`config.mk`:
```
export PLATFORM = sky130hd
export DESIGN_NAME = chart_axis_nice_scale_flat
export DESIGN_NICKNAME = d
export VERILOG_FILES = /design/src/rtl/cans_pkg.sv /design/src/rtl/cans_if.sv /design/src/rtl/cans_div.sv /design/src/rtl/cans_nice.sv /design/src/rtl/chart_axis_nice_scale.sv /design/src/flat_wrapper.sv
export SDC_FILE = /design/constraint.sdc
export NUM_CORES = 2
export LEC_CHECK = 0
export BUFFER_PORTS_ARGS = -buffer_cell sky130_fd_sc_hd__buf_2
export CORE_MARGIN = 2
export CORE_UTILIZATION = 25
export CTS_BUF_LIST = sky130_fd_sc_hd__clkbuf_2 sky130_fd_sc_hd__clkbuf_4 sky130_fd_sc_hd__clkbuf_8
export CTS_CLUSTER_SIZE = 20
export DETAILED_ROUTE_END_ITERATION = 12
export HOLD_SLACK_MARGIN = 0.02
export MAX_ROUTING_LAYER = met4
export PLACE_DENSITY = 0.35
export SETUP_SLACK_MARGIN = 0.1
export SYNTH_ARGS = -nofsm -noshare
export SYNTH_HDL_FRONTEND = slang
export SYNTH_SLANG_ARGS = --single-unit
```
`constraint.sdc`:
```
create_clock -name clk -period 11.7 [get_ports clk]
set_input_delay 2.34 -clock clk [delete_from_list [all_inputs] [get_ports clk]]
set_output_delay 2.34 -clock clk [all_outputs]
set_load 0.05 [all_outputs]
```
`src/rtl/cans_pkg.sv`:
```
// Package for the chart axis scaler: constants, sequencer codes, unit request types.
`timescale 1ns / 1ps
`default_nettype none

package cans_pkg;

  // Block configuration.
  localparam int MAX_VALUE = 1000000;
  localparam int TICKS     = 6;
  localparam int FRAC_BITS = 8;

  // Field and datapath widths.
  localparam int IN_W  = 29;  // signed fixed-point input fields
  localparam int OUT_W = 20;  // integer result fields
  localparam int QW    = 29;  // non-negative fixed-point range values
  localparam int SW    = 32;  // tick step and divisor
  localparam int NW    = 32;  // target of the nice-step search
  localparam int AW    = 36;  // signed axis bound candidates
  localparam int MQW   = 48;  // wide compare against the fixed-point limit
  localparam int DCNT_W = $clog2(QW);
  localparam int MIDX_W = 4;

  // Derived constants.
  localparam int IV      = TICKS - 1;
  localparam int DEN     = IV << FRAC_BITS;
  localparam int FB_STEP = (MAX_VALUE + IV - 1) / IV;
  localparam logic [QW:0] ONE_Q = (QW+1)'(1) << FRAC_BITS;
  localparam logic signed [MQW-1:0] MAXQ = MQW'(MAX_VALUE) << FRAC_BITS;
  localparam logic signed [AW-1:0] MAX_S = AW'(MAX_VALUE);
  localparam logic [SW-1:0] MAX_STEP = SW'(MAX_VALUE);

  // Padding and step growth constants.
  localparam int PAD_DIV_SPAN = 20;
  localparam int PAD_DIV_HI   = 100;
  localparam int GROW_MIN     = 100;
  localparam int GROW_SCALE   = 100;
  localparam int GROW_DEN     = 50;

  // Padding divisions by reciprocal multiplication. Both divisors are four times an odd
  // factor, so the dividend drops two bits first. Each reciprocal is rounded up, and its
  // error times any 27-bit dividend stays below two to the shift, so the quotient is exact.
  localparam int PAD_PRE    = 2;
  localparam int PAD_X_W    = QW - PAD_PRE;
  localparam int RECIP_W    = 28;
  localparam int PAD_PROD_W = PAD_X_W + RECIP_W;
  localparam int SPAN_SHIFT = 30;
  localparam int HI_SHIFT   = 32;
  localparam logic [RECIP_W-1:0] SPAN_RECIP =
    RECIP_W'(((64'd1 << SPAN_SHIFT) + 64'(PAD_DIV_SPAN >> PAD_PRE) - 64'd1) /
             64'(PAD_DIV_SPAN >> PAD_PRE));
  localparam logic [RECIP_W-1:0] HI_RECIP =
    RECIP_W'(((64'd1 << HI_SHIFT) + 64'(PAD_DIV_HI >> PAD_PRE) - 64'd1) /
             64'(PAD_DIV_HI >> PAD_PRE));

  // Default result for invalid input.
  localparam int DEF_MAX  = 100;
  localparam int DEF_STEP = 20;

  // Mantissa table, held as twice the nice mantissa.
  localparam logic [4:0] MANT_TOP = 5'd20;
  localparam logic [MIDX_W-1:0] MANT_LAST = 4'd9;

  function automatic logic [4:0] mant_half(input logic [MIDX_W-1:0] idx);
    logic [4:0] v;
    case (idx)
      4'd0:    v = 5'd2;
      4'd1:    v = 5'd3;
      4'd2:    v = 5'd4;
      4'd3:    v = 5'd5;
      4'd4:    v = 5'd6;
      4'd5:    v = 5'd8;
      4'd6:    v = 5'd10;
      4'd7:    v = 5'd12;
      4'd8:    v = 5'd16;
      default: v = MANT_TOP;
    endcase
    return v;
  endfunction

  // Main sequencer states.
  typedef enum logic [3:0] {
    ST_IDLE,
    ST_CHECK,
    ST_PAD,
    ST_CLAMP,
    ST_SPAN,
    ST_NICE,
    ST_LOOP,
    ST_DIV1,
    ST_OVF,
    ST_DIV2,
    ST_FIT,
    ST_GROW,
    ST_DONE
  } cans_state_t;

  // Nice-step search states.
  typedef enum logic [1:0] {
    NS_IDLE,
    NS_DECADE,
    NS_MANT
  } nice_state_t;

  typedef struct packed {
    logic          start;
    logic [QW-1:0] dividend;
    logic [SW-1:0] divisor;
  } div_req_t;

  typedef struct packed {
    logic          done;
    logic [SW-1:0] rem;
  } div_rsp_t;

  typedef struct packed {
    logic          start;
    logic [NW-1:0] num;
    logic [NW-1:0] den;
  } nice_req_t;

  typedef struct packed {
    logic          done;
    logic [SW-1:0] value;
  } nice_rsp_t;

endpackage

`default_nettype wire

```
`src/rtl/cans_if.sv`:
```
// Valid/ready stream interfaces for the data bounds and the axis scale result.
`timescale 1ns / 1ps
`default_nettype none

interface cans_bounds_if;
  logic                               valid;
  logic                               ready;
  logic signed [cans_pkg::IN_W-1:0]   min_value;
  logic signed [cans_pkg::IN_W-1:0]   max_value;
  logic                               not_finite;

  modport source (output valid, output min_value, output max_value, output not_finite,
                  input ready);
  modport sink (input valid, input min_value, input max_value, input not_finite,
                output ready);
endinterface

interface cans_scale_if;
  logic                        valid;
  logic                        ready;
  logic [cans_pkg::OUT_W-1:0]  axis_min;
  logic [cans_pkg::OUT_W-1:0]  axis_max;
  logic [cans_pkg::OUT_W-1:0]  tick_step;
  logic                        used_default;

  modport source (output valid, output axis_min, output axis_max, output tick_step,
                  output used_default, input ready);
  modport sink (input valid, input axis_min, input axis_max, input tick_step,
                input used_default, output ready);
endinterface

`default_nettype wire

```
`src/rtl/cans_div.sv`:
```
// Shared restoring divider: one quotient bit per cycle, gives the remainder.
`timescale 1ns / 1ps
`default_nettype none

module cans_div (
  input  logic               clk,
  input  logic               rst,
  input  cans_pkg::div_req_t req,
  output cans_pkg::div_rsp_t rsp
);

  logic                              busy;
  logic                              done;
  logic [cans_pkg::DCNT_W-1:0]       cnt;
  logic [cans_pkg::SW-1:0]           rem;
  logic [cans_pkg::QW-1:0]           quo;
  logic [cans_pkg::SW-1:0]           dvs;
  logic [cans_pkg::SW:0]             shifted;
  logic [cans_pkg::SW+1:0]           diff;
  logic                              fits;

  // Trial subtraction of the divisor from the shifted partial remainder.
  assign shifted = {rem, quo[cans_pkg::QW-1]};
  assign diff    = {1'b0, shifted} - {2'b00, dvs};
  assign fits    = !diff[cans_pkg::SW+1];

  // Control: busy flag, bit counter and completion pulse.
  always_ff @(posedge clk) begin
    if (rst) begin
      busy <= 1'b0;
      done <= 1'b0;
      cnt  <= '0;
    end else begin
      done <= 1'b0;
      if (req.start) begin
        busy <= 1'b1;
        cnt  <= cans_pkg::DCNT_W'(cans_pkg::QW - 1);
      end else if (busy) begin
        if (cnt == '0) begin
          busy <= 1'b0;
          done <= 1'b1;
        end else begin
          cnt <= cnt - 1'b1;
        end
      end
    end
  end

  // Datapath: the dividend shifts out as the quotient shifts in.
  always_ff @(posedge clk) begin
    if (req.start) begin
      rem <= '0;
      quo <= req.dividend;
      dvs <= req.divisor;
    end else if (busy) begin
      rem <= fits ? diff[cans_pkg::SW-1:0] : shifted[cans_pkg::SW-1:0];
      quo <= {quo[cans_pkg::QW-2:0], fits};
    end
  end

  assign rsp.done = done;
  assign rsp.rem  = rem;

endmodule

`default_nettype wire

```
`src/rtl/cans_nice.sv`:
```
// Nice-step search: smallest mantissa times a power of ten whose scaled value reaches a target.
`timescale 1ns / 1ps
`default_nettype none

module cans_nice (
  input  logic                clk,
  input  logic                rst,
  input  cans_pkg::nice_req_t req,
  output cans_pkg::nice_rsp_t rsp
);

  cans_pkg::nice_state_t              nstate;
  cans_pkg::nice_state_t              nstate_next;
  logic [cans_pkg::NW-1:0]            num;
  logic [cans_pkg::NW-1:0]            cm;
  logic [cans_pkg::NW-1:0]            m;
  logic [cans_pkg::NW-1:0]            cm10;
  logic [cans_pkg::NW-1:0]            m10;
  logic [cans_pkg::MIDX_W-1:0]        idx;
  logic [4:0]                         half;
  logic [cans_pkg::NW+4:0]            cm20;
  logic [cans_pkg::NW+4:0]            cand;
  logic [cans_pkg::NW+4:0]            twice;
  logic                               need_decade;
  logic                               hit;
  logic                               done;
  logic [cans_pkg::SW-1:0]            value;

  // The decade unit cm is m times the denominator, so one product covers each candidate.
  assign half  = cans_pkg::mant_half(idx);
  assign cm10  = (cm << 3) + (cm << 1);
  assign m10   = (m << 3) + (m << 1);
  assign cm20  = (cans_pkg::NW+5)'(cm) * (cans_pkg::NW+5)'(cans_pkg::MANT_TOP);
  assign cand  = (cans_pkg::NW+5)'(cm) * (cans_pkg::NW+5)'(half);
  assign twice = (cans_pkg::NW+5)'(m) * (cans_pkg::NW+5)'(half) + (cans_pkg::NW+5)'(1);
  assign need_decade = cm20 < (cans_pkg::NW+5)'(num);
  assign hit = (cand >= (cans_pkg::NW+5)'(num)) || (idx == cans_pkg::MANT_LAST);

  // State register.
  always_ff @(posedge clk) begin
    if (rst) begin
      nstate <= cans_pkg::NS_IDLE;
    end else begin
      nstate <= nstate_next;
    end
  end

  // Skip whole decades first, then walk the mantissas of the right decade.
  always_comb begin
    nstate_next = nstate;
    unique case (nstate)
      cans_pkg::NS_IDLE: begin
        if (req.start) nstate_next = cans_pkg::NS_DECADE;
      end
      cans_pkg::NS_DECADE: begin
        if (!need_decade) nstate_next = cans_pkg::NS_MANT;
      end
      cans_pkg::NS_MANT: begin
        if (hit) nstate_next = cans_pkg::NS_IDLE;
      end
      default: nstate_next = cans_pkg::NS_IDLE;
    endcase
  end

  // Completion pulse.
  always_ff @(posedge clk) begin
    if (rst) begin
      done <= 1'b0;
    end else begin
      done <= (nstate == cans_pkg::NS_MANT) && hit;
    end
  end

  // Search registers; the result is the candidate rounded up to an integer.
  always_ff @(posedge clk) begin
    case (nstate)
      cans_pkg::NS_IDLE: begin
        if (req.start) begin
          num <= req.num;
          cm  <= req.den;
          m   <= cans_pkg::NW'(1);
          idx <= '0;
        end
      end
      cans_pkg::NS_DECADE: begin
        if (need_decade) begin
          cm <= cm10;
          m  <= m10;
        end
      end
      cans_pkg::NS_MANT: begin
        if (hit) begin
          value <= twice[cans_pkg::SW:1];
        end else begin
          idx <= idx + 1'b1;
        end
      end
      default: ;
    endcase
  end

  assign rsp.done  = done;
  assign rsp.value = value;

endmodule

`default_nettype wire

```
`src/rtl/chart_axis_nice_scale.sv`:
```
// Chart axis scaler top level: sequencer, range registers and result register.
// Invalid input goes from the check straight to the default result. Otherwise the range
// is padded and clamped, the nice-step search gives the first step, and each step tried
// runs through the shared divider, each further step through the search first.
// Throughput: one item at a time; the next item is taken the cycle after the result loads.
// Synchronous active-high reset returns the sequencer to idle and drops the output valid.
`timescale 1ns / 1ps
`default_nettype none

module chart_axis_nice_scale (
  input  logic          clk,
  input  logic          rst,
  cans_bounds_if.sink   bounds,
  cans_scale_if.source  scale
);

  cans_pkg::cans_state_t               state;
  cans_pkg::cans_state_t               state_next;
  cans_pkg::div_req_t                  div_req;
  cans_pkg::div_rsp_t                  div_rsp;
  cans_pkg::nice_req_t                 nice_req;
  cans_pkg::nice_rsp_t                 nice_rsp;

  logic signed [cans_pkg::IN_W-1:0]    lo_r;
  logic signed [cans_pkg::IN_W-1:0]    hi_r;
  logic                                nf_r;
  logic                                tiny_span_r;
  logic [cans_pkg::PAD_X_W-1:0]        pad_num;
  logic [cans_pkg::QW-1:0]             pad_q;
  logic [cans_pkg::QW-1:0]             pmin;
  logic [cans_pkg::QW-1:0]             pmax;
  logic [cans_pkg::QW-1:0]             pmin_int;
  logic [cans_pkg::QW-1:0]             pmax_ceil;
  logic [cans_pkg::SW-1:0]             step;
  logic signed [cans_pkg::AW-1:0]      siv;
  logic signed [cans_pkg::AW-1:0]      amin;
  logic signed [cans_pkg::AW-1:0]      amax;
  logic [cans_pkg::OUT_W-1:0]          res_min;
  logic [cans_pkg::OUT_W-1:0]          res_max;
  logic [cans_pkg::OUT_W-1:0]          res_step;
  logic                                res_def;
  logic                                out_valid;
  logic [cans_pkg::OUT_W-1:0]          out_min;
  logic [cans_pkg::OUT_W-1:0]          out_max;
  logic [cans_pkg::OUT_W-1:0]          out_step;
  logic                                out_def;
  logic                                load_out;

  logic signed [cans_pkg::MQW-1:0]     hi_ext;
  logic                                invalid;
  logic [cans_pkg::QW-1:0]             span;
  logic                                tiny_span;
  logic [cans_pkg::RECIP_W-1:0]        pad_recip;
  logic [cans_pkg::PAD_PROD_W-1:0]     pad_prod;
  logic [cans_pkg::QW-1:0]             pad_quot;
  logic [cans_pkg::QW-1:0]             pad;
  logic [cans_pkg::QW-1:0]             pmax_sum;
  logic signed [cans_pkg::MQW-1:0]     pmax_ext;
  logic [cans_pkg::QW:0]               pmax_round;
  logic signed [cans_pkg::AW-1:0]      pmin_int_s;
  logic signed [cans_pkg::AW-1:0]      pmax_ceil_s;
  logic signed [cans_pkg::AW-1:0]      rem_s;
  logic signed [cans_pkg::AW-1:0]      amin_div;
  logic signed [cans_pkg::AW-1:0]      amax_top;
  logic                                fit;
  logic [cans_pkg::NW-1:0]             grow_num;

  cans_div u_div (
    .clk (clk),
    .rst (rst),
    .req (div_req),
    .rsp (div_rsp)
  );

  cans_nice u_nice (
    .clk (clk),
    .rst (rst),
    .req (nice_req),
    .rsp (nice_rsp)
  );

  // Input validity and span of the data range.
  assign hi_ext    = cans_pkg::MQW'(hi_r);
  assign invalid   = nf_r || lo_r[cans_pkg::IN_W-1] || (hi_r < lo_r) ||
                     (hi_ext > cans_pkg::MAXQ);
  assign span      = cans_pkg::QW'(hi_r) - cans_pkg::QW'(lo_r);
  assign tiny_span = {1'b0, span} < cans_pkg::ONE_Q;

  // Padding quotient: 5% of the span, or 1% of the maximum for a span below one.
  assign pad_recip = tiny_span_r ? cans_pkg::HI_RECIP : cans_pkg::SPAN_RECIP;
  assign pad_prod  = cans_pkg::PAD_PROD_W'(pad_num) * cans_pkg::PAD_PROD_W'(pad_recip);
  assign pad_quot  = tiny_span_r ? cans_pkg::QW'(pad_prod >> cans_pkg::HI_SHIFT) :
                                   cans_pkg::QW'(pad_prod >> cans_pkg::SPAN_SHIFT);

  // Padding and the clamped padded range.
  always_comb begin
    if (tiny_span_r && (pad_q < cans_pkg::ONE_Q[cans_pkg::QW-1:0])) begin
      pad = cans_pkg::ONE_Q[cans_pkg::QW-1:0];
    end else begin
      pad = pad_q;
    end
  end
  assign pmax_sum   = cans_pkg::QW'(hi_r) + pad;
  assign pmax_ext   = $signed(cans_pkg::MQW'(pmax_sum));
  assign pmax_round = {1'b0, pmax} + (cans_pkg::ONE_Q - (cans_pkg::QW+1)'(1));

  // Axis bound candidates from the divider remainder.
  assign pmin_int_s  = $signed(cans_pkg::AW'(pmin_int));
  assign pmax_ceil_s = $signed(cans_pkg::AW'(pmax_ceil));
  assign rem_s       = $signed(cans_pkg::AW'(div_rsp.rem));
  assign amin_div    = pmin_int_s - rem_s;
  assign amax_top    = cans_pkg::MAX_S - rem_s;

  // Fit test, with both bounds compared as integers.
  assign fit = !amin[cans_pkg::AW-1] && (amin <= pmin_int_s) && (amax >= pmax_ceil_s) &&
               (amax <= cans_pkg::MAX_S);

  // Target for the next step: at least the step plus one percent, and at least one more.
  assign grow_num = cans_pkg::NW'(step) * cans_pkg::NW'(cans_pkg::GROW_SCALE) +
                    ((step > cans_pkg::SW'(cans_pkg::GROW_MIN)) ?
                     cans_pkg::NW'(step) : cans_pkg::NW'(cans_pkg::GROW_MIN));

  // State register.
  always_ff @(posedge clk) begin
    if (rst) begin
      state <= cans_pkg::ST_IDLE;
    end else begin
      state <= state_next;
    end
  end

  // Sequencer: next state and the requests to the divider and the search unit.
  always_comb begin
    state_next = state;
    div_req    = '0;
    nice_req   = '0;
    load_out   = 1'b0;
    unique case (state)
      cans_pkg::ST_IDLE: begin
        if (bounds.valid) state_next = cans_pkg::ST_CHECK;
      end
      cans_pkg::ST_CHECK: begin
        if (invalid) begin
          state_next = cans_pkg::ST_DONE;
        end else begin
          state_next = cans_pkg::ST_PAD;
        end
      end
      cans_pkg::ST_PAD: begin
        state_next = cans_pkg::ST_CLAMP;
      end
      cans_pkg::ST_CLAMP: begin
        state_next = cans_pkg::ST_SPAN;
      end
      cans_pkg::ST_SPAN: begin
        nice_req.start = 1'b1;
        nice_req.num   = cans_pkg::NW'({pmax - pmin, 1'b0});
        nice_req.den   = cans_pkg::NW'(cans_pkg::DEN);
        state_next     = cans_pkg::ST_NICE;
      end
      cans_pkg::ST_NICE: begin
        if (nice_rsp.done) state_next = cans_pkg::ST_LOOP;
      end
      cans_pkg::ST_LOOP: begin
        if (step > cans_pkg::MAX_STEP) begin
          state_next = cans_pkg::ST_DONE;
        end else begin
          div_req.start    = 1'b1;
          div_req.dividend = pmin_int;
          div_req.divisor  = step;
          state_next       = cans_pkg::ST_DIV1;
        end
      end
      cans_pkg::ST_DIV1: begin
        if (div_rsp.done) state_next = cans_pkg::ST_OVF;
      end
      cans_pkg::ST_OVF: begin
        if (amax > cans_pkg::MAX_S) begin
          div_req.start    = 1'b1;
          div_req.dividend = cans_pkg::QW'(cans_pkg::MAX_VALUE);
          div_req.divisor  = step;
          state_next       = cans_pkg::ST_DIV2;
        end else begin
          state_next = cans_pkg::ST_FIT;
        end
      end
      cans_pkg::ST_DIV2: begin
        if (div_rsp.done) state_next = cans_pkg::ST_FIT;
      end
      cans_pkg::ST_FIT: begin
        if (fit) begin
          state_next = cans_pkg::ST_DONE;
        end else begin
          nice_req.start = 1'b1;
          nice_req.num   = grow_num;
          nice_req.den   = cans_pkg::NW'(cans_pkg::GROW_DEN);
          state_next     = cans_pkg::ST_GROW;
        end
      end
      cans_pkg::ST_GROW: begin
        if (nice_rsp.done) state_next = cans_pkg::ST_LOOP;
      end
      cans_pkg::ST_DONE: begin
        if (!out_valid || scale.ready) begin
          load_out   = 1'b1;
          state_next = cans_pkg::ST_IDLE;
        end
      end
      default: state_next = cans_pkg::ST_IDLE;
    endcase
  end

  // Working registers, loaded as the sequencer moves through the item.
  always_ff @(posedge clk) begin
    case (state)
      cans_pkg::ST_IDLE: begin
        if (bounds.valid) begin
          lo_r <= bounds.min_value;
          hi_r <= bounds.max_value;
          nf_r <= bounds.not_finite;
        end
      end
      cans_pkg::ST_CHECK: begin
        tiny_span_r <= tiny_span;
        pad_num     <= tiny_span ? hi_r[cans_pkg::IN_W-1:cans_pkg::PAD_PRE] :
                                   span[cans_pkg::QW-1:cans_pkg::PAD_PRE];
        if (invalid) begin
          res_min  <= '0;
          res_max  <= cans_pkg::OUT_W'(cans_pkg::DEF_MAX);
          res_step <= cans_pkg::OUT_W'(cans_pkg::DEF_STEP);
          res_def  <= 1'b1;
        end
      end
      cans_pkg::ST_PAD: begin
        pad_q <= pad_quot;
      end
      cans_pkg::ST_CLAMP: begin
        pmin <= (cans_pkg::QW'(lo_r) >= pad) ? cans_pkg::QW'(lo_r) - pad : '0;
        pmax <= (pmax_ext > cans_pkg::MAXQ) ? cans_pkg::MAXQ[cans_pkg::QW-1:0] : pmax_sum;
      end
      cans_pkg::ST_SPAN: begin
        pmin_int  <= pmin >> cans_pkg::FRAC_BITS;
        pmax_ceil <= cans_pkg::QW'(pmax_round >> cans_pkg::FRAC_BITS);
      end
      cans_pkg::ST_NICE, cans_pkg::ST_GROW: begin
        if (nice_rsp.done) step <= nice_rsp.value;
      end
      cans_pkg::ST_LOOP: begin
        siv <= $signed(cans_pkg::AW'(step) * cans_pkg::AW'(cans_pkg::IV));
        if (step > cans_pkg::MAX_STEP) begin
          res_min  <= '0;
          res_max  <= cans_pkg::OUT_W'(cans_pkg::MAX_VALUE);
          res_step <= cans_pkg::OUT_W'(cans_pkg::FB_STEP);
          res_def  <= 1'b0;
        end
      end
      cans_pkg::ST_DIV1: begin
        if (div_rsp.done) begin
          amin <= amin_div;
          amax <= amin_div + siv;
        end
      end
      cans_pkg::ST_DIV2: begin
        if (div_rsp.done) begin
          amax <= amax_top;
          amin <= amax_top - siv;
        end
      end
      cans_pkg::ST_FIT: begin
        if (fit) begin
          res_min  <= amin[cans_pkg::OUT_W-1:0];
          res_max  <= amax[cans_pkg::OUT_W-1:0];
          res_step <= step[cans_pkg::OUT_W-1:0];
          res_def  <= 1'b0;
        end
      end
      default: ;
    endcase
  end

  // Output register: holds a finished item until the sink takes it.
  always_ff @(posedge clk) begin
    if (rst) begin
      out_valid <= 1'b0;
    end else if (load_out) begin
      out_valid <= 1'b1;
    end else if (scale.ready) begin
      out_valid <= 1'b0;
    end
  end

  always_ff @(posedge clk) begin
    if (load_out) begin
      out_min  <= res_min;
      out_max  <= res_max;
      out_step <= res_step;
      out_def  <= res_def;
    end
  end

  assign bounds.ready       = (state == cans_pkg::ST_IDLE);
  assign scale.valid        = out_valid;
  assign scale.axis_min     = out_min;
  assign scale.axis_max     = out_max;
  assign scale.tick_step    = out_step;
  assign scale.used_default = out_def;

endmodule

`default_nettype wire

```
`src/flat_wrapper.sv`:
```
// flat-port wrapper written by rule: the top's interface ports become plain ports
module chart_axis_nice_scale_flat 
  (clk, rst, bounds_valid, bounds_min_value, bounds_max_value, bounds_not_finite, bounds_ready, scale_valid, scale_axis_min, scale_axis_max, scale_tick_step, scale_used_default, scale_ready);
  cans_bounds_if bounds_i ();
  cans_scale_if scale_i ();
  input  logic clk;
  input  logic rst;
  input wire logic [$bits(bounds_i.valid)-1:0] bounds_valid;
  input wire logic [$bits(bounds_i.min_value)-1:0] bounds_min_value;
  input wire logic [$bits(bounds_i.max_value)-1:0] bounds_max_value;
  input wire logic [$bits(bounds_i.not_finite)-1:0] bounds_not_finite;
  output wire logic [$bits(bounds_i.ready)-1:0] bounds_ready;
  output wire logic [$bits(scale_i.valid)-1:0] scale_valid;
  output wire logic [$bits(scale_i.axis_min)-1:0] scale_axis_min;
  output wire logic [$bits(scale_i.axis_max)-1:0] scale_axis_max;
  output wire logic [$bits(scale_i.tick_step)-1:0] scale_tick_step;
  output wire logic [$bits(scale_i.used_default)-1:0] scale_used_default;
  input wire logic [$bits(scale_i.ready)-1:0] scale_ready;
  assign bounds_i.valid = bounds_valid;
  assign bounds_i.min_value = bounds_min_value;
  assign bounds_i.max_value = bounds_max_value;
  assign bounds_i.not_finite = bounds_not_finite;
  assign bounds_ready = bounds_i.ready;
  assign scale_valid = scale_i.valid;
  assign scale_axis_min = scale_i.axis_min;
  assign scale_axis_max = scale_i.axis_max;
  assign scale_tick_step = scale_i.tick_step;
  assign scale_used_default = scale_i.used_default;
  assign scale_i.ready = scale_ready;
  chart_axis_nice_scale u_core (.clk(clk), .rst(rst), .bounds(bounds_i), .scale(scale_i));
endmodule
```
==> metrics.cfg <==
[critical_path]
critPathMaxStageDelay_ns = 0.56
startpoint_type = register
slowest_stage = buf_4
worstSetupEndpointType = register
crit_top_cell = a21o_1
critPathMaxFanout = 55
required_ns = 12.51
cp.arrival_ns = 10.08
path_class = reg2reg

[yosys]
ys_dominant_reg_cell = edfxtp_1
syn-cell-area_sq_um = 76000
synth_area_leaders = edfxtp_1 26%, fa_1 18%, ha_1 16%
synth_edf_count = 666
ys_seq_elements = 718
synth_most_common_cell = inv_1
ys_types = 91
synth_top_area_frac = 0.263
ys_top_cells_by_count = 1,246 x inv_1, 987 x ha_1, 678 x fa_1
avgSynthCellArea_sq_um = 9.83
yosysWarnings = 0
synth-async-reset-ratio = 0
yosys.area.top_type = edfxtp_1
ys_seq_area_frac = 0.277
synthesis.instances = 7730

[clocking]
path_clk_slew_ns = 0.06
cts_htree_levels = 4
ctsResizeCount = 0
clock_latency_ns = 0.99
cts-root-buf = clkbuf_8
postCtsSetupRepairBufs = 0
cts_tree = done
numCtsBuffers = 155
numClockSinks = 718
ctsLongestPathBuffers = 4
hold_buffers = 0

[timing]
hold_violations = 0
maxSlewViolCount = 0
max_freq_ghz = 0.108
setup_tns_ns = 0
layout_min_cycle_time_ns = 9.27
setup_violations = 0
worst_slew_pin_slew_ns = 1.10
timing.final.crit_share = 0.793
fin_skew_ns = 0.120
hold_slack_ns = 0.358
slew_headroom = 0.259
rsz0062_at_grt = false

[placed_design]
io_buffer_count = 125
place_hpwl_um = 203000
routabilityCongestion = 0.883

[global_routing]
grt_pass1_wl_um = 376000
grt_max_degree = 79
gr-total-overflow = 0
antenna_found_initial = 7
gr-usage-all-layers = 0.165
grt_pass1_vias = 58700

[route]
viasPerCell = 4.55
vias = 54600
drt_wl_total_um = 247000
antenna_left = 0
drt_iter0_drc = 2794
drt_pass1_iterations = 5
routedWlPerCell_um = 20.6
drc_errors = 0

[hold_path]
hold_class = reg2reg

[layout]
syn_to_final_growth_pct = 11.4
drive_gt1_frac = 0.0697
post-route-util = 0.280
fin_nets = 9631

[die]
pin_count = 126
start_util = 0.251
die_area_sq_um = 308000
die_h_um = 555
die_x_um = 555
coreArea_sq_um = 303000
rows = 202

[outcome]
status = finished clean

[job]
maxCapViolations = 0

[final timing paths]
path / startpoint / end / slack, ns / cells past startpoint
max reg2reg: u_core.u_nice.half[2] / u_core.u_nice.half[2] / 2.43 / 39
min: u_core.pmin[22] / u_core.pmin_int[14] / 0.36 / 0
max: u_core.u_nice.half[2] / u_core.u_nice.half[2] / 2.43 / 39
min reg2reg: u_core.pmin[22] / u_core.pmin_int[14] / 0.36 / 0
[critical path, delay by kind of cell (launching register included)]
family	cells	cell delay, ns
buffers and inverters	3	0.65
multiplexers	1	0.15
XOR/XNOR	1	0.09
adder cells (fa/ha/maj)	6	2.35
flip-flops	1	0.43
AND/OR/NAND/NOR	6	0.99
AO/OA/AOI/OAI	22	4.50
[routing by layer]
layer	share of wire	GRT usage	up-vias	wire length (um)
li1	-	-	26600	-
met1	0.45	0.207	27000	112000
met2	0.49	0.283	686	122000
met3	0.024	0.0163	285	5940
met4	0.029	0.0429	0	7170
met5	0	-	-	0
[sequential cells by signal, summed over array words and instances (netlist names), 29 cells and up]
name	count
u_core.u_nice.value	32
u_core.u_nice.cm	31
u_core.step	32
u_core.lo_r	29
u_core.amax	36
u_core.u_div.dvs	32
u_core.u_div.rem	32
u_core.pmax	29
u_core.u_nice.num	32
u_core.siv	35
u_core.hi_r	29
u_core.u_div.quo	29
u_core.amin	36
u_core.u_nice.m	32
u_core.pmin	29
[layout make-up]
type,count,area [sq um]
well taps,3978,4980
diodes,4,10.0
flip-flops and latches,718,21000
multi-input cells,5610,49800
clock inverters,63,607
fillers,32000,218000
inverters,1247,4680
clock buffers,209,2580
repair buffers,171,971
[cells in the final DEF, fill, tap and decap left out, types with 45 or more instances in the layout]
cell	count
xnor2_1	304
dfxtp_1	47
xor2_1	170
and3_1	55
nand2b_1	72
clkbuf_8	161
nor2b_1	71
o21bai_1	63
nor2_1	470
clkbuf_4	48
o21a_1	64
nor3_1	144
and2_1	249
o21ai_0	288
edfxtp_1	666
mux2i_1	45
a21oi_1	399
buf_2	125
inv_1	1243
nand2_1	521
nand4_1	51
a21o_1	229
ha_1	987
nand3_1	112
buf_4	46
fa_1	678
[cells by family after synthesis]
family | after synthesis | share of synthesized area
AO/OA/AOI/OAI | 1426 | 0.122
XOR/XNOR | 475 | 0.0547
adder cells (fa/ha/maj) | 1665 | 0.341
multiplexers | 74 | 0.0102
other | 2 | 0.0000988
flip-flops | 718 | 0.277
buffers and inverters | 1440 | 0.0714
AND/OR/NAND/NOR | 1930 | 0.124
[stage by stage]
step,setup WS [ns],std cells,area (sq um)
after floorplan,3.54,7768,76100
after global placement,2.50,11700,81400
after detailed placement,2.38,11700,81400
after CTS,2.27,12000,84600
after global routing,1.53,12000,84600
final,2.43,12000,84600
Power is not shown: default switching activity piles up to over one toggle a cycle in this logic, so the estimate is an artifact.
